**src/rtl/samavg_pkg.sv**
```systemverilog
package samavg_pkg;

  localparam int WINDOW   = 10;
  localparam int AXES     = 6;
  localparam int SAMPLE_W = 16;
  localparam int OFFS_N   = 3;

  localparam int SUM_W    = SAMPLE_W + $clog2(WINDOW);
  localparam int RECIP_L  = $clog2(WINDOW);
  localparam int RECIP_SH = SUM_W + RECIP_L;
  localparam int RECIP_W  = SUM_W + 1;
  localparam int PROD_W   = SUM_W + RECIP_W;
  localparam longint unsigned RECIP_FULL =
    ((64'd1 << RECIP_SH) + 64'(WINDOW) - 64'd1) / 64'(WINDOW);
  localparam logic [RECIP_W-1:0] RECIP_M = RECIP_FULL[RECIP_W-1:0];

  localparam int CFG_IDX_W = 2;
  localparam logic [CFG_IDX_W-1:0] REG_GYRO_OFFSET_X = 2'd0;
  localparam logic [CFG_IDX_W-1:0] REG_GYRO_OFFSET_Y = 2'd1;
  localparam logic [CFG_IDX_W-1:0] REG_GYRO_OFFSET_Z = 2'd2;

  typedef logic [AXES-1:0][SAMPLE_W-1:0] sample_set_t;

  typedef struct packed {
    logic                       data_ready;
    logic signed [SAMPLE_W-1:0] accel_x;
    logic signed [SAMPLE_W-1:0] accel_y;
    logic signed [SAMPLE_W-1:0] accel_z;
    logic signed [SAMPLE_W-1:0] gyro_x;
    logic signed [SAMPLE_W-1:0] gyro_y;
    logic signed [SAMPLE_W-1:0] gyro_z;
  } in_item_t;

  typedef struct packed {
    logic signed [SAMPLE_W-1:0] avg_accel_x;
    logic signed [SAMPLE_W-1:0] avg_accel_y;
    logic signed [SAMPLE_W-1:0] avg_accel_z;
    logic signed [SAMPLE_W-1:0] avg_gyro_x;
    logic signed [SAMPLE_W-1:0] avg_gyro_y;
    logic signed [SAMPLE_W-1:0] avg_gyro_z;
  } out_item_t;

endpackage

```
**src/rtl/samavg_div.sv**
```systemverilog
module samavg_div (
  input  logic                                     clk,
  input  logic                                     en,
  input  logic signed [samavg_pkg::SUM_W-1:0]      sum,
  output logic        [samavg_pkg::SAMPLE_W-1:0]   quot
);

  logic [samavg_pkg::SUM_W-1:0]    mag;
  logic [samavg_pkg::PROD_W-1:0]   prod_r;
  logic [samavg_pkg::PROD_W-1:0]   prod_nxt;
  logic                            neg_r;
  logic                            neg_nxt;
  logic [samavg_pkg::SAMPLE_W-1:0] quot_mag;

  // The magnitude is multiplied by a rounded-up reciprocal of the window
  // length, which gives the exact floor quotient for every dividend width used.
  always_comb begin
    mag      = sum[samavg_pkg::SUM_W-1] ? (-sum) : sum;
    prod_nxt = en ? (samavg_pkg::PROD_W'(mag) * samavg_pkg::PROD_W'(samavg_pkg::RECIP_M))
                  : prod_r;
    neg_nxt  = en ? sum[samavg_pkg::SUM_W-1] : neg_r;
  end

  always_ff @(posedge clk) begin
    prod_r <= prod_nxt;
    neg_r  <= neg_nxt;
  end

  assign quot_mag = prod_r[samavg_pkg::RECIP_SH +: samavg_pkg::SAMPLE_W];
  assign quot     = neg_r ? (-quot_mag) : quot_mag;

endmodule

```
**config.mk**
```make
export PLATFORM = sky130hd
export DESIGN_NAME = samavg_div
export DESIGN_NICKNAME = d
export VERILOG_FILES = /design/src/rtl/samavg_pkg.sv /design/src/rtl/samavg_div.sv
export SDC_FILE = /design/constraint.sdc
export NUM_CORES = 1
export LEC_CHECK = 0
export ABC_AREA = 1
export BUFFER_PORTS_ARGS = -buffer_cell sky130_fd_sc_hd__buf_2
export CAP_MARGIN = 20
export CORE_AREA = 8 8 134 136
export CTS_CLUSTER_SIZE = 10
export DETAILED_ROUTE_END_ITERATION = 10
export DIE_AREA = 0 0 142 144
export PLACE_DENSITY = 0.83
export SLEW_MARGIN = 0
export SYNTH_ARGS = -nofsm -noshare
export SYNTH_HDL_FRONTEND = slang
export SYNTH_SLANG_ARGS = --single-unit
```
**constraint.sdc**
```tcl
create_clock -name clk -period 13.87 [get_ports clk]
set_clock_uncertainty 0.2 [all_clocks]
set_input_delay 0.6935 -clock clk [delete_from_list [all_inputs] [get_ports clk]]
set_output_delay 0.6935 -clock clk [all_outputs]
set_load 0.03 [all_outputs]
```
==> results of run 1 <==
-- cell type report --
class,count,area (um^2),area share (%)
multi-input combinational,810,7640,77.8
timing repair buffer,37,185,1.88
sequential,17,510,5.19
clock buffer,3,75.1,0.764
inverter,301,1130,11.5
tap,220,275,2.80
clock inverter,1,5.00,0.0509
-- kinds of logic (layout without fill, tap and decap cells) --
group           after synthesis  in the layout  synth area share, %
simple gates                331            331                 15.2
fa+ha+maj                   329            329                 55.1
buf+inv                     305            342                 12.4
compound gates               99             99                 6.21
xor+xnor                     51             51                 5.59
flops                        17             17                 5.48
-- worst paths after layout --
check                         to  cells past startpoint
worst max-delay path  prod_r[39]                     30
worst min-delay path  prod_r[29]                      1
-- synth_stat cells (all sizes together) --
cell type / number / area [um^2]
o21a: 5 / 37.5
buf: 3 / 23.8
a21oi: 39 / 195
xnor3: 1 / 22.5
o21bai: 10 / 75.1
nor2: 89 / 362
a31oi: 5 / 31.3
ha: 194 / 2430
nand4: 9 / 62.6
and3: 3 / 18.8
nand2: 180 / 688
o21ai: 31 / 170
edfxtp: 17 / 510
xor2: 37 / 384
nor3b: 1 / 7.51
xnor2: 13 / 114
fa: 135 / 2700
a21o: 7 / 52.6
o211ai: 1 / 7.51
nand3b: 1 / 7.51
nand3: 32 / 170
a31o: 1 / 8.76
clkbuf: 1 / 3.75
nor3: 13 / 81.3
inv: 300 / 1130
or2: 1 / 6.26
clkinv: 1 / 5.00
nor4: 2 / 12.5
-- flip-flops by register name, summed over array words and instances, names as in the netlist --
signal and count:
prod_r 16, neg_r 1
-- stage by stage --
step / setup WS, ns / util [%] / hold WS (ns)
floorplan: 7.13 / - / 0.592
global placement: 6.03 / 60.7 / 0.958
detailed placement: 6.01 / 60.7 / 0.977
CTS: 6.27 / 61.2 / 0.703
global route: 5.71 / 61.2 / 0.710
finish: 6.14 / 61.2 / 0.711
-- per-layer routing --
metal	vias to the layer above	share of wire [%]	wire, um
met4	0	2.4	581
met3	39	7.4	1750
met1	3597	43	10200
met2	245	47	11200
li1	3578	-	-
met5	-	0	0
-- worst max-delay path, delay by kind of cell --
family	cells	cell delay, ns
AND/OR/NAND/NOR	11	1.55
AO/OA/AOI/OAI	1	0.16
XOR/XNOR	1	0.39
buffers and inverters	8	0.93
adder cells (fa/ha/maj)	9	3.81
==> impl_metrics.prom, run 1 <==
# TYPE chip_impl_metric gauge
chip_impl_metric{name="drt_iter0_drc",unit=""} 536
chip_impl_metric{name="drc",unit=""} 0
chip_impl_info{name="gr-max-usage-layer",value="met2"} 1
chip_impl_metric{name="globalRouteMet2Util",unit="%"} 43.0
chip_impl_metric{name="max_stage_delay",unit="ns"} 0.58
chip_impl_metric{name="num_rows",unit=""} 47
chip_impl_metric{name="global_route_wire_length_before_repair",unit="mm"} 39.9
chip_impl_info{name="timing.critical_path.to_type",value="flop"} 1
chip_impl_metric{name="dieHeight",unit="um"} 144
chip_impl_info{name="tritoncts",value="done"} 1
chip_impl_info{name="critical_path.slowest_cell",value="fa_1"} 1
chip_impl_metric{name="wl_per_cell",unit="um"} 17.1
chip_impl_metric{name="min_period_over_period",unit="%"} 55.8
chip_impl_metric{name="cts-buffers-inserted",unit=""} 3
chip_impl_metric{name="ios",unit=""} 38
chip_impl_metric{name="initial_utilization",unit="%"} 58.0
chip_impl_metric{name="synth_area_per_cell",unit="um^2"} 8.23
chip_impl_metric{name="clk_path_buf_depth",unit=""} 2
chip_impl_metric{name="fin_cells",unit=""} 1389
chip_impl_metric{name="yosys_register_bits",unit=""} 17
chip_impl_metric{name="max_cap_violations",unit=""} 0
chip_impl_metric{name="numPlacedInstances",unit=""} 1385
chip_impl_info{name="run_status",value="finished clean"} 1
chip_impl_info{name="startpoint_of_the_tightest_hold_check_path",value="en"} 1
chip_impl_metric{name="grt_antenna_before_repair",unit=""} 0
chip_impl_metric{name="grt.overflow.total",unit=""} 0
chip_impl_metric{name="postPlaceCellArea",unit="um^2"} 9750
chip_impl_info{name="cp_common_cell",value="inv_1"} 1
chip_impl_info{name="mostFrequentLayoutCells",value="inv_1 (294), ha_1 (194), nand2_1 (177), fa_1 (135), nor2_1 (82)"} 1
chip_impl_metric{name="layout.cell_area.non_filler",unit="um^2"} 9830
chip_impl_metric{name="grt_util_all_layers",unit="%"} 25.1
chip_impl_metric{name="timing.final.hold_violations",unit=""} 0
chip_impl_metric{name="postCtsHoldBufs",unit=""} 0
chip_impl_metric{name="period_needed",unit="ns"} 7.73
chip_impl_metric{name="crit_required",unit="ns"} 13.68
chip_impl_metric{name="dieWidth",unit="um"} 142
chip_impl_info{name="worst_setup_path_startpoint",value="sum[0]"} 1
chip_impl_metric{name="gr-usage-met3",unit="%"} 4.59
chip_impl_info{name="root_buffer",value="clkbuf_16"} 1
chip_impl_metric{name="post_synth_net_total",unit=""} 1483
chip_impl_info{name="worst_hold_path_type",value="primary input to flop"} 1
chip_impl_metric{name="yosysUniqueCellTypes",unit=""} 44
chip_impl_info{name="final_common_cell",value="inv_1"} 1
chip_impl_metric{name="worst_pin_slew",unit="ns"} 1.06
chip_impl_metric{name="cts.repair_timing.setup_buffer_count",unit=""} 0
chip_impl_metric{name="timing.slew.headroom",unit="%"} 29.1
chip_impl_metric{name="route.vias.total",unit=""} 7459
chip_impl_metric{name="nNetsFinal",unit=""} 1521
chip_impl_metric{name="syn-cell-area",unit="um^2"} 9310
chip_impl_metric{name="first_pass_iters",unit=""} 5
chip_impl_info{name="crit_type",value="primary input to flop"} 1
chip_impl_metric{name="grt_max_degree",unit=""} 23
chip_impl_metric{name="antenna_left",unit=""} 0
chip_impl_metric{name="globalRouteMet1Util",unit="%"} 32.1
chip_impl_metric{name="tns_setup",unit="ns"} 0
chip_impl_metric{name="setup_viol_count_final",unit=""} 0
chip_impl_metric{name="post_route_cells_drive_above_1_share",unit="%"} 6.16
chip_impl_metric{name="via_density_per_instance",unit=""} 5.37
chip_impl_metric{name="htree_num_levels",unit=""} 1
chip_impl_metric{name="ys.warnings.count",unit=""} 0
chip_impl_metric{name="core",unit="um^2"} 16100
chip_impl_metric{name="worst_ep_arrival_time",unit="ns"} 7.55
chip_impl_metric{name="largest_fanout_of_any_net_on_the_critical_path",unit=""} 8
chip_impl_metric{name="clkTransAtPathRegs",unit="ns"} 0.06
chip_impl_metric{name="proportion_of_synthesized_chip_area_in_sequential_cells",unit="%"} 5.48
chip_impl_metric{name="number_of_antenna_diodes",unit=""} 0
chip_impl_metric{name="synth_cells",unit=""} 1132
chip_impl_metric{name="n_fill_cell",unit=""} 1435
chip_impl_metric{name="postRouteWirelength",unit="mm"} 23.7
chip_impl_metric{name="post_cts_resized",unit=""} 0
chip_impl_metric{name="die_area",unit="um^2"} 20400
chip_impl_metric{name="numPortBuffers",unit=""} 37
chip_impl_metric{name="maxClockFrequency",unit="MHz"} 129
chip_impl_metric{name="area_delta_synth_final",unit="%"} 5.51
chip_impl_metric{name="clock_sinks",unit=""} 17
chip_impl_metric{name="first_global_vias",unit=""} 7972
chip_impl_info{name="type_of_element_launching_the_critical_path",value="primary input"} 1
chip_impl_metric{name="post-dp-hpwl",unit="mm"} 21.7
chip_impl_info{name="rsz_0062_raised_after_global_routing",value="no"} 1
chip_impl_metric{name="globalplace.congestion",unit=""} 1.02
chip_impl_metric{name="drv_slew",unit=""} 0
Power of run 1 is left out: the tool's default activity adds up to more than one toggle a clock period on the data nets, which glitch-free logic cannot reach.
==> run 2: changes to the inputs <==
--- a/config.mk
+++ b/config.mk
@@ -5,14 +5,14 @@
 export SDC_FILE = /design/constraint.sdc
 export NUM_CORES = 1
 export LEC_CHECK = 0
-export ABC_AREA = 1
+export ABC_AREA = 0
 export BUFFER_PORTS_ARGS = -buffer_cell sky130_fd_sc_hd__buf_2
 export CAP_MARGIN = 20
-export CORE_AREA = 8 8 134 136
+export CORE_AREA = 8 8 128 130
 export CTS_CLUSTER_SIZE = 10
 export DETAILED_ROUTE_END_ITERATION = 10
-export DIE_AREA = 0 0 142 144
-export PLACE_DENSITY = 0.83
+export DIE_AREA = 0 0 136 138
+export PLACE_DENSITY = 0.85
 export SLEW_MARGIN = 0
 export SYNTH_ARGS = -nofsm -noshare
 export SYNTH_HDL_FRONTEND = slang
==> constraint.sdc (replaced) <==
create_clock -name clk -period 6.4 [get_ports clk]
set_clock_uncertainty 0.2 [all_clocks]
set_input_delay 0.32 -clock clk [delete_from_list [all_inputs] [get_ports clk]]
set_output_delay 0.32 -clock clk [all_outputs]
set_load 0.03 [all_outputs]
==> run 2 against run 1 <==
Effect of this change:
- the run now ends with setup timing left
- sequential share of layout area decreased by 0.63 points
- wire length increased by 60%
- die area decreased by 8.2%
- flip-flop and latch count unchanged
- utilization increased by 17 points
- critical path depth increased by 2
- hold slack got worse by 0.40 ns
- critical endpoint is now prod_r[38]
- largest cell class unchanged
==> impl_metrics.prom, run 2 <==
# TYPE chip_impl_metric gauge
chip_impl_info{name="synth_flop_cell",value="edfxtp_1"} 1
chip_impl_metric{name="drc",unit=""} 0
chip_impl_metric{name="numPortBuffers",unit=""} 37
chip_impl_info{name="cp_common_cell",value="fa_1"} 1
chip_impl_metric{name="via_density_per_instance",unit=""} 6.78
chip_impl_info{name="synthTopCellsByCount",value="inv_1 (226), ha_1 (194), fa_1 (135)"} 1
chip_impl_metric{name="postRouteWirelength",unit="mm"} 38.1
chip_impl_metric{name="drt_iter0_drc",unit=""} 1259
chip_impl_metric{name="dieHeight",unit="um"} 138
chip_impl_info{name="final_common_cell",value="inv_1"} 1
chip_impl_info{name="run_status",value="finished with violations"} 1
chip_impl_metric{name="synth_cells",unit=""} 841
chip_impl_metric{name="proportion_of_synthesized_chip_area_in_sequential_cells",unit="%"} 6.16
chip_impl_metric{name="min_period_over_period",unit="%"} 127
chip_impl_info{name="mostFrequentLayoutCells",value="inv_1 (195), buf_4 (178), ha_1 (159), fa_1 (122)"} 1
chip_impl_metric{name="core",unit="um^2"} 14300
chip_impl_metric{name="clk_path_buf_depth",unit=""} 2
chip_impl_metric{name="grt_antenna_before_repair",unit=""} 2
chip_impl_metric{name="period_needed",unit="ns"} 8.15
chip_impl_metric{name="htree_num_levels",unit=""} 1
chip_impl_metric{name="syn-cell-area",unit="um^2"} 8290
chip_impl_metric{name="cts-buffers-inserted",unit=""} 3
chip_impl_metric{name="wl_per_cell",unit="um"} 30.4
chip_impl_metric{name="max_cap_violations",unit=""} 0
chip_impl_metric{name="post_route_cells_drive_above_1_share",unit="%"} 35.1
chip_impl_metric{name="ios",unit=""} 38
chip_impl_metric{name="largest_register_ff_count",unit=""} 16
chip_impl_metric{name="dpl_worst_slack",unit="ns"} -1.19
chip_impl_metric{name="yosys_register_bits",unit=""} 17
chip_impl_metric{name="nNetsFinal",unit=""} 1419
chip_impl_metric{name="first_global_vias",unit=""} 8595
chip_impl_metric{name="grt.overflow.total",unit=""} 0
chip_impl_metric{name="clkTransAtPathRegs",unit="ns"} 0.05
chip_impl_metric{name="wirelength_met1",unit="mm"} 11.6
chip_impl_metric{name="setup_ws",unit="ns"} -1.75
chip_impl_metric{name="first_pass_iters",unit=""} 8
chip_impl_info{name="tritoncts",value="done"} 1
chip_impl_metric{name="die_area",unit="um^2"} 18800
chip_impl_metric{name="ys.warnings.count",unit=""} 0
chip_impl_info{name="netlist_top_cells_area",value="fa_1 (33%), ha_1 (29%), inv_1 (10%)"} 1
chip_impl_metric{name="async_s_r_ff_share_synth",unit="%"} 0
chip_impl_metric{name="crit_required",unit="ns"} 6.25
chip_impl_info{name="timing.critical_path.to_type",value="flop"} 1
chip_impl_metric{name="antenna_left",unit=""} 0
chip_impl_metric{name="setup_viol_count_final",unit=""} 16
chip_impl_info{name="reg_top3",value="prod_r (16), neg_r (1)"} 1
chip_impl_metric{name="dieWidth",unit="um"} 136
chip_impl_metric{name="routed-wl-met2",unit="mm"} 16.2
chip_impl_metric{name="clock_sinks",unit=""} 17
chip_impl_info{name="yosys.cell_count.top_type",value="inv_1"} 1
chip_impl_metric{name="worst_pin_slew",unit="ns"} 0.532
chip_impl_info{name="critical_path.slowest_cell",value="fa_1"} 1
chip_impl_metric{name="grt_util_all_layers",unit="%"} 34.0
chip_impl_info{name="crit_type",value="primary input to flop"} 1
chip_impl_metric{name="synth_area_per_cell",unit="um^2"} 9.86
chip_impl_metric{name="route.vias.total",unit=""} 8492
chip_impl_info{name="top_signal_layer_used",value="met5"} 1
chip_impl_metric{name="grt_max_degree",unit=""} 18
chip_impl_metric{name="num_rows",unit=""} 44
chip_impl_metric{name="synth_top_area_share",unit="%"} 32.6
chip_impl_metric{name="timing.slew.headroom",unit="%"} 64.3
chip_impl_info{name="rsz_0062_raised_after_global_routing",value="yes"} 1
chip_impl_metric{name="global_route_wire_length_before_repair",unit="mm"} 48.4
chip_impl_metric{name="timing.final.hold_violations",unit=""} 0
chip_impl_metric{name="initial_utilization",unit="%"} 57.9
chip_impl_info{name="type_of_element_launching_the_critical_path",value="primary input"} 1
chip_impl_metric{name="area_delta_synth_final",unit="%"} 34.8
chip_impl_info{name="root_buffer",value="clkbuf_16"} 1
chip_impl_metric{name="yosysUniqueCellTypes",unit=""} 54
chip_impl_info{name="failed_checks",value="setup timing"} 1
chip_impl_metric{name="post-dp-hpwl",unit="mm"} 21.5
chip_impl_info{name="worst_hold_path_type",value="primary input to flop"} 1
chip_impl_metric{name="postCtsHoldBufs",unit=""} 0
chip_impl_metric{name="post_synth_net_total",unit=""} 1192
chip_impl_metric{name="globalplace.congestion",unit=""} 1.01
chip_impl_metric{name="drv_slew",unit=""} 0
chip_impl_metric{name="route.met3.wl",unit="mm"} 6.04
chip_impl_info{name="cell_taking_the_most_area_after_synthesis",value="fa_1"} 1
chip_impl_metric{name="worst_ep_arrival_time",unit="ns"} 7.99
chip_impl_metric{name="largest_fanout_of_any_net_on_the_critical_path",unit=""} 4
chip_impl_metric{name="synth-edff-count",unit=""} 17
chip_impl_info{name="largest_reg_by_ff_count",value="prod_r"} 1
chip_impl_metric{name="maxClockFrequency",unit="MHz"} 123
chip_impl_metric{name="max_stage_delay",unit="ns"} 0.82
-- run 2: changes by cell type in the layout (fill, tap and decap cells not counted), sizes merged, moves of 16 or more --
cell,change
a21oi,-16
nor2,-65
xor2,-20
inv,-74
nand2,-147
nand3,-29
xnor2,+33
buf,+191
-- run 2: repair_timing --
action | in CTS | in global routing
setup endpoints to repair | 16 | 16
pin swaps | 86 | 77
setup buffers | 17 | 15
gates resized for setup | 92 | 89
-- run 2: kinds of logic after synthesis --
group | after synthesis | share of synthesized area (%)
compound gates | 101 | 8.75
xor+xnor | 63 | 6.74
mux | 1 | 0.121
flops | 17 | 6.16
fa+ha+maj | 329 | 61.9
simple gates | 98 | 5.73
buf+inv | 232 | 10.6
-- run 2: final timing paths --
path	cells after the start	start	end	slack, ns
setup / recovery	32	sum[4]	prod_r[38]	-1.75
hold / removal	1	en	prod_r[36]	0.31
-- run 2: through the flow --
step / cells / hold WS [ns] / utilization, % / setup TNS (ns) / cell area [um^2]
2_1_floorplan: 841 / 0.219 / - / -6.92 / 8400
3_3_place_gp: 1220 / 0.547 / 69.9 / -12.01 / 10000
3_5_place_dp: 1220 / 0.557 / 69.9 / -15.35 / 10000
4_1_cts: 1241 / 0.312 / 74.5 / -8.38 / 10700
5_1_grt: 1251 / 0.314 / 78.1 / -25.24 / 11200
6_report: 1252 / 0.313 / 78.1 / -23.59 / 11200
-- run 2: worst max-delay path: cells and delay by family --
kind,cells,cell delay (ns)
buffers and inverters,7,0.82
adder cells (fa/ha/maj),8,3.75
AO/OA/AOI/OAI,8,1.71
AND/OR/NAND/NOR,7,1.07
XOR/XNOR,2,0.28
-- run 2: layout make-up --
type,instances,area (um^2)
multi-input combinational,592,7820
fill,742,3140
timing repair buffer,228,1680
inverter,226,853
sequential,17,510
tap,184,230
clock buffer,4,78.8
antenna,1,2.50
-- run 2: per-layer routing --
layer / up-vias / track usage [%]
li1: 3168 / -
met3: 421 / 9.60
met2: 970 / 53.8
met4: 2 / 25.4
met1: 3931 / 38.1
met5: - / 0
Power of run 2 is left out for the same reason.
