===== src/rtl/samavg_pkg.sv =====
package samavg_pkg;

  localparam int WINDOW   = 10;
  localparam int AXES     = 6;
  localparam int SAMPLE_W = 16;
  localparam int OFFS_N   = 3;

  localparam int SUM_W    = SAMPLE_W + $clog2(WINDOW);
  localparam int RECIP_L  = $clog2(WINDOW);
  localparam int RECIP_SH = SUM_W + RECIP_L;
  localparam int RECIP_W  = SUM_W + 1;
  localparam int PROD_W   = SUM_W + RECIP_W;
  localparam longint unsigned RECIP_FULL =
    ((64'd1 << RECIP_SH) + 64'(WINDOW) - 64'd1) / 64'(WINDOW);
  localparam logic [RECIP_W-1:0] RECIP_M = RECIP_FULL[RECIP_W-1:0];

  localparam int CFG_IDX_W = 2;
  localparam logic [CFG_IDX_W-1:0] REG_GYRO_OFFSET_X = 2'd0;
  localparam logic [CFG_IDX_W-1:0] REG_GYRO_OFFSET_Y = 2'd1;
  localparam logic [CFG_IDX_W-1:0] REG_GYRO_OFFSET_Z = 2'd2;

  typedef logic [AXES-1:0][SAMPLE_W-1:0] sample_set_t;

  typedef struct packed {
    logic                       data_ready;
    logic signed [SAMPLE_W-1:0] accel_x;
    logic signed [SAMPLE_W-1:0] accel_y;
    logic signed [SAMPLE_W-1:0] accel_z;
    logic signed [SAMPLE_W-1:0] gyro_x;
    logic signed [SAMPLE_W-1:0] gyro_y;
    logic signed [SAMPLE_W-1:0] gyro_z;
  } in_item_t;

  typedef struct packed {
    logic signed [SAMPLE_W-1:0] avg_accel_x;
    logic signed [SAMPLE_W-1:0] avg_accel_y;
    logic signed [SAMPLE_W-1:0] avg_accel_z;
    logic signed [SAMPLE_W-1:0] avg_gyro_x;
    logic signed [SAMPLE_W-1:0] avg_gyro_y;
    logic signed [SAMPLE_W-1:0] avg_gyro_z;
  } out_item_t;

endpackage


===== src/rtl/samavg_cell.sv =====
module samavg_cell (
  input  logic                     clk,
  input  logic                     rst_n,
  input  logic                     shift_en,
  input  samavg_pkg::sample_set_t  d,
  output samavg_pkg::sample_set_t  q
);

  samavg_pkg::sample_set_t data_r;
  samavg_pkg::sample_set_t data_nxt;

  always_comb begin
    data_nxt = shift_en ? d : data_r;
  end

  always_ff @(posedge clk) begin
    if (!rst_n) begin
      data_r <= '0;
    end else begin
      data_r <= data_nxt;
    end
  end

  assign q = data_r;

endmodule


===== config.mk =====
export PLATFORM = sky130hd
export DESIGN_NAME = samavg_cell
export DESIGN_NICKNAME = d
export VERILOG_FILES = /design/src/rtl/samavg_pkg.sv /design/src/rtl/samavg_cell.sv
export SDC_FILE = /design/constraint.sdc
export NUM_CORES = 1
export LEC_CHECK = 0
export BUFFER_PORTS_ARGS = -buffer_cell sky130_fd_sc_hd__buf_2
export CAP_MARGIN = 20
export CORE_MARGIN = 2
export CORE_UTILIZATION = 35
export DETAILED_ROUTE_END_ITERATION = 16
export PLACE_DENSITY = 0.67
export REMOVE_ABC_BUFFERS = 1
export SLEW_MARGIN = 20
export SYNTH_ARGS = -nofsm -noshare
export SYNTH_HDL_FRONTEND = slang
export SYNTH_SLANG_ARGS = --single-unit

===== constraint.sdc =====
create_clock -name clk -period 0.91 [get_ports clk]
set_clock_uncertainty 0.05 [all_clocks]
set_input_delay 0.091 -clock clk [delete_from_list [all_inputs] [get_ports clk]]
set_output_delay 0.091 -clock clk [all_outputs]
set_load 0.01 [all_outputs]

==> out/results.txt, run 1 <==
The flow ran to the end, but the final reports show violations. The checks that failed: setup timing. The clock tree root buffer cell was sky130_fd_sc_hd__clkbuf_8.

The detailed router finished its first iteration with 94 violations. Class of the most critical setup path: register to primary output. Entering global routing, the biggest net connects 57 pins. The register with the most flip-flops in the layout has 96 of them. The count of buffers added on input and output ports is 194. For the internal power, the log shows 6.845 mW. After synthesis, the cell types taking the most area are sky130_fd_sc_hd__dfxtp_1 52%, sky130_fd_sc_hd__mux2i_1 26%, sky130_fd_sc_hd__nor2b_1 16%. At the pin with the least slew margin, the transition time is 207.1 ps. For the net count reported at finish, the log shows 714.

The multi-input combinational cells in the finished layout cover a total of 1562 sq um. The launching element type of the critical path is a register. Setup violations remaining at the end of the flow were counted as 96. Along the worst path, the maximum fanout reaches 2. The number of library cell types mapped by synthesis was 8; the worst-case clock buffer depth was 2. The clock transition at the register clock pins on the worst setup and hold paths after CTS is 100 ps.

The number of DRC violations after detailed routing is 0, and the summed instance area of the synthesized netlist is 3662 sq um. The worst hold path passes through 3 cells. At the placement stage, the worst setup path has a slack of -80.25 ps. The residual antenna-violating net count after detailed routing came out at 0.

The tools report the reported max-cap violation count as 0. Final hold analysis gives a worst-case slack of 147.1 ps. The die span in x is 106.3 microns, and the TritonCTS buffer count is 9. In this design, the stage delay of the slowest critical-path cell is 360 ps. For the worst setup path, the data required time is 770 ps. The average instance in the mapped netlist occupies 11.85 sq um. The area growth from synthesis to final layout came out at 83.94%. The tools report the kind of capture point of the worst setup path as a primary output. The logs give -2848 ps for the setup TNS and 35.80% for the initial standard-cell utilization of the core.

The run gives 52.48% as the fraction of the yosys area taken by sequential cells. Using the TritonRoute via totals, the vias-per-cell ratio works out to 4.392. For this design, the sink count on the clock tree is 96. The number of placement rows is 37.

After detailed routing, the average wire length per cell comes to 14.48 microns. The cell count after synthesis is 309. The depth of the critical timing path with buffers and inverters included is 1, and the clock network power share is 28.0%.

The completed layout was analyzed and its total power is 9.223 mW. The kind of cell with the highest combined delay along the critical path is flip-flops. The total count of max-transition violations in the final report is 0, and the time the final worst path needs with I/O delays and setup is 957.1 ps. Of all cell types, the one taking the most synthesized area is sky130_fd_sc_hd__dfxtp_1. For this design the total switching power over the nets is 2.378 mW. After synthesis the netlist holds a flip-flop and latch count of 96. The logs give 820 ps for the endpoint arrival time on the critical path and 11300 sq um for the full die area. The first TritonRoute pass finished after 4 iterations. The signal on the critical path passes through buf_6. The number of global-route vias before repair was 3530.

TritonCTS built the clock tree. Switching fraction of total power: 25.78%. The sequential cells in the finished layout cover a total of 2042 sq um. The overall track demand over capacity in global routing was 19.02%; the combinational cell fraction of total power was 21.2%. The ratio of total power to cell area works out to 1369 nW/um^2. The post-detailed-routing wire length is 10.96 mm, and the final clock period utilization by the worst path is 105.2%.

The leakage component of the power was 3.176 nW; the clock latency at the later pin of the worst-skew pair was 350 ps. The run gives 195 as the I/O pin count. The run gives 50.8% as the fraction of power consumed by sequential logic. The post-route worst setup slack was -47.06 ps. The H-tree depth is 3. The initial antenna violation count is 2. The maximum ir drop on the vdd rail came out at 0.0008402 V.

The path class of the tightest hold or removal check is input port to register. The cell depth of the worst flop-to-flop path is 3, and the wire length of the first global-routing pass is 16.98 mm. Setup repair after global routing could not meet its margin everywhere.

The largest individual stage delay along the critical path comes from the cell sky130_fd_sc_hd__dfxtp_2. The die height is 106.3 microns, and the final number of hold-violating endpoints is 0. The via count came out at 3325.

The worst pin sits at a relative slew slack of 85.80%. Summed over its instances, the top area cell type makes up 52.48% of the synthesized netlist area. The number of buffer and inverter instances along the worst setup path was 1; the weighted congestion reported at the end of routability-driven placement was 0.7011. The final global-route overflow total is 0. The standard cell core area came out at 10230 sq um. For the number of warning messages in the yosys log, the log shows 0. For this run, the top clock speed supported by timing is 1.045 GHz. Detailed placer's ending HPWL: 6.081 mm. The share of final-layout standard cells stronger than drive strength 1 was 53.47%; the number of fill cells in the layout was 735.
-- metal layers --
layer	part of all wire, %	GRT usage, %
met1	37	19.21
met2	54	35.71
met3	5.8	4.966
met5	0	0
met4	3.4	9.586
-- per-stage QoR --
stage / cells / util [%] / instance area (sq um)
final: 757 / 65.84 / 6736
after global routing: 757 / 65.84 / 6736
after CTS: 746 / 65.13 / 6664
after detailed placement: 632 / 46.74 / 4782
after global placement: 632 / 46.74 / 4782
after floorplan: 288 / - / 3483
-- area by class of cell --
type / count / share of cell area (%)
sequential: 96 / 30.31
clock inverter: 5 / 0.5944
clock buffer: 10 / 2.043
antenna: 2 / 0.07429
timing repair buffer: 316 / 41.27
tap: 136 / 2.526
multi-input combinational: 192 / 23.18
-- kinds of logic (layout without fill, tap and decap cells) --
kind of cell	after synthesis	in the layout	share of synthesized area, %
other	0	2	0
multiplexers	96	96	26.24
flip-flops	96	96	52.48
AND/OR/NAND/NOR	96	96	16.40
buffers and inverters	21	331	4.885
-- synthesized netlist by cell type --
| cell type | count |
|---|---|
| sky130_fd_sc_hd__buf_8 | 1 |
| sky130_fd_sc_hd__dfxtp_1 | 96 |
| sky130_fd_sc_hd__buf_4 | 6 |
| sky130_fd_sc_hd__nor2b_1 | 96 |
| sky130_fd_sc_hd__clkbuf_1 | 9 |
| sky130_fd_sc_hd__buf_12 | 4 |
| sky130_fd_sc_hd__mux2i_1 | 96 |
| sky130_fd_sc_hd__clkbuf_2 | 1 |
-- placed cells by master (no fill, tap or decap), drive strengths merged --
master / count
clkbuf: 10
dfxtp: 96
mux2i: 96
diode: 2
inv: 3
clkinv: 2
nor2b: 96
dlygate4sd3: 96
buf: 220
-- power by group through the flow --
stage          registers, mW  logic [mW]  clock network, mW
2_1_floorplan           4.79       0.419                  0
3_3_place_gp            4.66        1.25                  0
3_5_place_dp            4.66        1.28                  0
4_1_cts                 4.68        1.88               2.69
5_1_grt                 4.72        2.08               2.88
6_report                4.69        1.96               2.58
-- repair_timing --
| item | in CTS | in global routing |
|---|---|---|
| endpoints found under the hold margin | 96 | 0 |
| buffers inserted | 3 | 9 |
| hold buffers | 96 | 0 |
| gates resized for setup | 192 | 0 |
| gates cloned | 0 | 0 |
| setup endpoints to repair | 96 | 96 |
-- path summary, 6_finish.rpt --
kind	from	to	slack (ps)
min	rst_n	q[92]$_SDFFE_PN0P_	150
min reg2reg	q[46]$_SDFFE_PN0P_	q[46]$_SDFFE_PN0P_	470
max reg2reg	q[41]$_SDFFE_PN0P_	q[41]$_SDFFE_PN0P_	40
max	q[30]$_SDFFE_PN0P_	q[30]	-50
(Power assumes the default switching activity.)
==> run 2, diff against run 1 <==
==> constraint.sdc (replaced) <==
create_clock -name clk -period 0.8 [get_ports clk]
set_clock_uncertainty 0.05 [all_clocks]
set_input_delay 0.08 -clock clk [delete_from_list [all_inputs] [get_ports clk]]
set_output_delay 0.08 -clock clk [all_outputs]
set_load 0.01 [all_outputs]
==> run 2 against run 1 <==
Compared with the run above:
- the flow still finishes with violations (setup timing)
- utilization up 0.89 points
- worst hold slack better by 8.5 ps
- worst setup slack worse by 110 ps
- non-clock buffer count up 4
- critical path depth unchanged
- cell count up 0.40%
- total power up 15%
- largest cell class unchanged
==> out/results.txt, run 2 (synthesis gave the netlist of run 1 again) <==
The tools report the initial antenna violation count as 0. The run gives 9 as the TritonCTS buffer count. The kind of capture point of the worst setup path was a primary output. The number of diodes is 0, and the global-route met1 utilization is 19.33%. Routability-driven placement finished with a final weighted congestion of 0.6989. The run gives -152.5 ps as the post-route worst setup slack.

For this run, the slowest stage of the critical path takes 360 ps. The library cell used most frequently in the layout, excluding fill and tap cells, is sky130_fd_sc_hd__buf_6. The maximum fanout encountered on the critical timing path is 2.

The final clock period utilization by the worst path was 119.1%; the global-route track usage on met2 was 38.37%. The number of buffer and inverter instances along the worst setup path was 1; the average wire length per cell after detail routing was 15.31 microns. The worst-case clock buffer depth came out at 2. The die span in x came out at 106.3 microns.

Kind of cell adding the most delay to the critical path: flip-flops. Critical path's slowest cell: sky130_fd_sc_hd__dfxtp_2. The final global-route overflow total was 0; the number of global-route vias before repair was 3607. The total count of max-transition violations in the final report came out at 0.

The standard cell core area came out at 10230 sq um. The checks that failed: setup timing. The class of the most critical setup path was register to primary output. The tools report the net count reported at finish as 718. The signal on the critical path passes through buf_6. The run finished, with violations left. The detailed-route vias per instance is 4.451, and the smallest hold slack is 155.6 ps. At the worst endpoint, the required time is 670 ps. In the final timing run, aggregate negative setup slack is -12380 ps. The post-detailed-routing wire length was 11.64 mm; the wire length of the first global-routing pass was 17.47 mm. In the final layout, the share of cells above drive strength 1 is 53.53%. The maximum ir drop on the vdd rail was 0.0009736 V; the full die area was 11300 sq um. At the pin with the least slew margin, the transition time is 183.7 ps. The tools report the overall track demand over capacity in global routing as 19.62%. The run gives 87.40% as the normalized max-slew margin. After global routing, the most crowded layer is met2.

The peak clock frequency supported by timing came out at 1.050 GHz. The launching element type of the critical path was a register. After the first detailed-routing iteration, the DRC count stood at 102. The run gives 3383 as the via count.

Final design utilization: 66.74%. In this run the clock root is driven by a sky130_fd_sc_hd__clkbuf_8. The clock transition at the register clock pins on the worst setup and hold paths after CTS works out to 100 ps. Fill cells in the final layout number 739. The I/O pin count is 195.

The final number of hold-violating endpoints was 0. The initial standard-cell utilization of the core is 35.80%. The tools report the number of detailed-routing iterations run before antenna repair as 4. The library cells used most frequently in the layout, excluding fill and tap cells, are 109 x sky130_fd_sc_hd__buf_6, 97 x sky130_fd_sc_hd__dlygate4sd3_1, 96 x sky130_fd_sc_hd__nor2b_1, 96 x sky130_fd_sc_hd__buf_2, 96 x sky130_fd_sc_hd__dfxtp_2. The time the final worst path needs with I/O delays and setup works out to 952.5 ps.

In the routed design, unresolved DRC markers number 0. In this run the static leakage power is 3.215 nW. The largest net degree at the start of global routing was 52; the ratio of total power to cell area was 1549 nW/um^2. The register with the most flip-flops in the layout has 96 of them.

Setup repair after global routing could not meet its margin everywhere. For the number of placement rows, the log shows 37. The tools report the post-layout total power as 10.57 mW. The classification of the worst-slack hold path is input port to register.

Compared with the post-synthesis result, the final layout area differs by 86.44%. The run gives 5.943 mm as the detailed placer's ending HPWL. The number of input and output port buffers inserted is 194, and the number of sinks handled by clock tree synthesis is 96.

Measured along the y axis, the die boundary spans 106.3 microns. The residual antenna-violating net count after detailed routing was 0. Setup violations remaining at the end of the flow were counted as 105.

Clock latency on the worst-skew pair, taken at its later pin, is 350 ps. Global routing consumed, on the met3 layer, 5.212% of the routing resources. TritonCTS built the clock tree. Max-cap violations in this run came to 0. The H-tree was split into 3 levels.

The endpoint arrival time on the critical path was 820 ps.
==> run 2: per-stage QoR <==
| step | area (sq um) | setup WS, ps | instances |
|---|---|---|---|
| 6_report | 6828 | -152.5 | 760 |
| 2_1_floorplan | 3483 | 151.4 | 288 |
| 3_3_place_gp | 4782 | -145.0 | 632 |
| 5_1_grt | 6828 | -221.6 | 760 |
| 4_1_cts | 6660 | -161.4 | 746 |
| 3_5_place_dp | 4782 | -182.8 | 632 |
==> run 2: layout make-up <==
type	instances	area, sq um	share of cell area, %
Clock inverter	5	40.04	0.5864
Clock buffer	11	141.4	2.071
Multi-Input combinational cell	192	1565	22.92
Tap cell	136	170.2	2.492
Timing Repair Buffer	320	2869	42.02
Sequential cell	96	2042	29.91
==> run 2: repair_timing <==
item                                    4_1_cts  5_1_grt
hold endpoints to repair                     96        3
hold buffers                                 96        2
gates resized for setup                     192       15
buffers inserted                              2       14
endpoints found under the setup margin       96      100
==> run 2: final timing paths <==
check                                        start  cells after the start            endpoint  slack, ps
worst max-delay path            q[53]$_SDFFE_PN0P_                      1               q[53]       -150
worst min-delay path                         d[55]                      4  q[55]$_SDFFE_PN0P_        160
worst min register to register  q[44]$_SDFFE_PN0P_                      2  q[44]$_SDFFE_PN0P_        480
worst max register to register  q[18]$_SDFFE_PN0P_                      3  q[18]$_SDFFE_PN0P_        -30
==> run 2: routing by layer <==
metal | wire (microns) | part of all wire (%)
met5 | 0 | 0
met4 | 318 | 2.7
met3 | 616 | 5.3
met2 | 6429 | 55
met1 | 4272 | 37
==> run 2: worst reg2reg max path: stages (launching register included) <==
cell	delay, ps
sky130_fd_sc_hd__dfxtp_2	350
sky130_fd_sc_hd__buf_6	110
sky130_fd_sc_hd__mux2i_1	150
sky130_fd_sc_hd__nor2b_1	80
==> run 2: power by group <==
group | internal (mW) | switching, mW | total, mW
Clock | 1.25 | 1.69 | 2.94
Combinational | 1.47 | 0.820 | 2.29
Sequential | 5.12 | 0.221 | 5.34
Total | 7.84 | 2.73 | 10.6
==> run 3, diff against run 2 <==
--- a/config.mk
+++ b/config.mk
@@ -7,11 +7,10 @@
 export LEC_CHECK = 0
 export BUFFER_PORTS_ARGS = -buffer_cell sky130_fd_sc_hd__buf_2
 export CAP_MARGIN = 20
-export CORE_MARGIN = 2
 export CORE_UTILIZATION = 35
+export CTS_CLUSTER_DIAMETER = 80
 export DETAILED_ROUTE_END_ITERATION = 16
 export PLACE_DENSITY = 0.67
-export REMOVE_ABC_BUFFERS = 1
 export SLEW_MARGIN = 20
 export SYNTH_ARGS = -nofsm -noshare
 export SYNTH_HDL_FRONTEND = slang
==> run 3 against run 2 <==
Compared with the run above:
- the run still ends with setup timing left
- combinational power is essentially flat
- non-clock buffer count shrank 6
- flip-flop and latch count is the same
- sequential power is essentially flat
- first-iteration DRC count shrank 2.9%
- register-to-register slack lost 20 ps
- final area shrank 0.26%
- cell count shrank 1.2%
- sequential share of layout area grew 0.077 points
- critical path type unchanged
- critical endpoint is now q[21]
==> out/results.txt, run 3 (synthesis gave the netlist of run 1 again) <==
The depth of the critical timing path with buffers and inverters included was 1. Number of detailed-routing iterations run before antenna repair: 4. Entering global routing, the biggest net connects 50 pins.

Classification of the worst-slack hold path: input port to register. Once placement completed, the tool counted placed cells totaling 626. Grouping stages by cell kind, the critical path spends the most delay in flip-flops. For the reported max-cap violation count, the log shows 0. For this block, the via count after detailed routing is 3284.

The die height was 104.3 microns; the wire length of the first global-routing pass was 17.79 mm. For the pin with the worst max-slew slack, the measured transition is 192.1 ps. The signal on the critical path passes through buf_6. In the finished design, the share of the clock period the worst path needs comes to 119.7%.

The initial standard-cell utilization of the core is 36.79%, and the overall track demand over capacity in global routing is 20.80%. The longest clock path from root to sink contains 2 buffers. Prior to clock tree synthesis, the placed netlist has a worst setup slack of -183.2 ps.

The H-tree was split into 3 levels. Post-route worst setup slack: -157.9 ps. The largest stage delay on the critical path came out at 370 ps. The detail route stage leaves a number of antenna-violating nets equal to 0. The worst setup path is captured at a primary output. The post-route netlist has 53.88% of its cells at a drive strength greater than 1. In this run the critical register-to-register path is captured at q[21]$_SDFFE_PN0P_. For this block, the routed nets add up to 11.51 mm of wire. The worst setup path is of the register to primary output kind.

The detailed-route vias per instance works out to 4.373. The final reports fail on setup timing. The maximum ir drop on the vdd rail was 0.001054 V. The standard cell core area is 9955 sq um, and the weighted congestion reported at the end of routability-driven placement is 0.7476.

The number of buffer and inverter instances along the worst setup path was 1; the number of DRC violations after detailed routing was 0. The run finished, with violations left. The launching element type of the critical path was a register. Data arrives at the worst endpoint at 830 ps. In this run the tightest slew margin relative to its limit is 86.83%. The most frequent standard cell in the layout excluding fill and tap cells is sky130_fd_sc_hd__buf_6.

Total nets after synthesis: 408. The completed layout was analyzed and its total power is 10.82 mW. Setup repair after global routing could not meet its margin everywhere.

Dividing the detail-routed wire length by the instance count gives 15.32 microns. Measured in cells, the most critical reg-to-reg path has a length of 3. The number of design-rule violations left by the first detailed-router iteration came out at 99. The critical path's slowest cell was sky130_fd_sc_hd__dfxtp_2.

Total of endpoints with negative setup slack in the final report: 104. The initial antenna violation count was 0; the number of input and output port buffers inserted was 194. The repair_antennas step left the layout with diodes totalling 0. The tools report the net count reported at finish as 712.

The ratio of total power to cell area is 1588 nW/um^2. The die span in x is 104.3 microns. The worst hold path terminates at q[62]$_SDFFE_PN0P_. In this run the critical register-to-register path is launched from q[21]$_SDFFE_PN0P_. The maximum fanout encountered on the critical timing path is 2. Clock tree synthesis inserted a total of 9 buffers.

The register with the most flip-flops in the layout has 96 of them. The startpoint identified for the worst hold timing path is rst_n. The time the final worst path needs with I/O delays and setup was 957.9 ps; the clock transition at the register clock pins on the worst setup and hold paths after CTS was 90 ps. TritonCTS built the clock tree. The floorplan step defined a die boundary enclosing 10880 sq um. The hold-critical path depth was 3. The clock latency at the later pin of the worst-skew pair was 350 ps.

The logs give 0 for the total count of max-transition violations in the final report and 0 for the final global-route overflow total. Row generation in the floorplan step produced 36 rows. Static timing analysis puts the maximum clock frequency at 1.044 GHz. The clock tree root buffer cell is sky130_fd_sc_hd__clkbuf_8. Final number of hold-violating endpoints: 0. The I/O pin count came out at 195. Leaving out filler cells and counting taps, the final layout contains 751. The tools report the number of global-route vias before repair as 3569. The clock drives 96 sinks. In the final timing run, aggregate negative setup slack is -13230 ps. Setup slack on the worst reg-to-reg path comes out at -50 ps. From synthesis to final layout, the design area changed by 85.96%. In this run the static leakage power is 3.200 nW. The top cell types in the final layout, fill and taps aside, are 108 x sky130_fd_sc_hd__buf_6, 96 x sky130_fd_sc_hd__dfxtp_2, 95 x sky130_fd_sc_hd__nor2b_1, 95 x sky130_fd_sc_hd__buf_2, 94 x sky130_fd_sc_hd__dlygate4sd3_1. STA puts the critical path data required time at 670 ps. Detailed placer's ending HPWL: 5.890 mm.
run 3: cell count changes in the layout (fill, tap and decap cells not counted), moves of 2 or more:
| cell | before | now |
|---|---|---|
| sky130_fd_sc_hd__buf_4 | 13 | 11 |
| sky130_fd_sc_hd__mux2i_1 | 95 | 93 |
| sky130_fd_sc_hd__dlygate4sd3_1 | 97 | 94 |
| sky130_fd_sc_hd__inv_6 | 2 | 0 |
run 3: layer usage:
layer	routed length, microns	global-route usage, %
met5	0	0
met4	288	10.71
met3	793	5.388
met2	5799	38.22
met1	4627	21.60
run 3: worst max path at each step:
stage / start / to
after floorplan: shift_en / q[0]$_SDFFE_PN0P_
after global placement: shift_en / q[17]$_SDFFE_PN0P_
after detailed placement: shift_en / q[10]$_SDFFE_PN0P_
after CTS: q[67]$_SDFFE_PN0P_ / q[67]
after global routing: q[80]$_SDFFE_PN0P_ / q[80]
final: q[21]$_SDFFE_PN0P_ / q[21]
run 3: layout make-up:
class                      instances  area [sq um]
clock buffer                      11         141.4
clock inverter                     5         56.30
sequential                        96          2042
fill                             676          3144
timing repair buffer             314          2820
tap                              133         166.4
multi-input combinational        192          1584
run 3: power breakdown:
group | internal (mW) | leakage [nW] | switching (mW)
Clock | 1.53 | 0.0993 | 1.66
Sequential | 5.12 | 0.826 | 0.219
Combinational | 1.46 | 2.27 | 0.825
Total | 8.11 | 3.20 | 2.70
run 3: worst min-delay path, stage by stage:
cell	delay, ps
sky130_fd_sc_hd__buf_2	140
sky130_fd_sc_hd__buf_12	170
sky130_fd_sc_hd__nor2b_1	140
run 3: per-stage QoR:
stage	hold WS (ps)	util [%]	instance area [sq um]
2_1_floorplan	199.5	-	3675
3_3_place_gp	284.3	47.78	4756
3_5_place_dp	294.5	47.78	4756
4_1_cts	129.4	66.88	6658
5_1_grt	145.9	68.41	6810
6_report	152.6	68.41	6810
run 3: timing repair:
item                       CTS  global route
buffers inserted             3            12
cloned                       0             0
hold endpoints to repair    96             0
setup endpoints to repair   96           101
resized for setup          192            19
pin swaps                    0             0
hold buffers                96             0
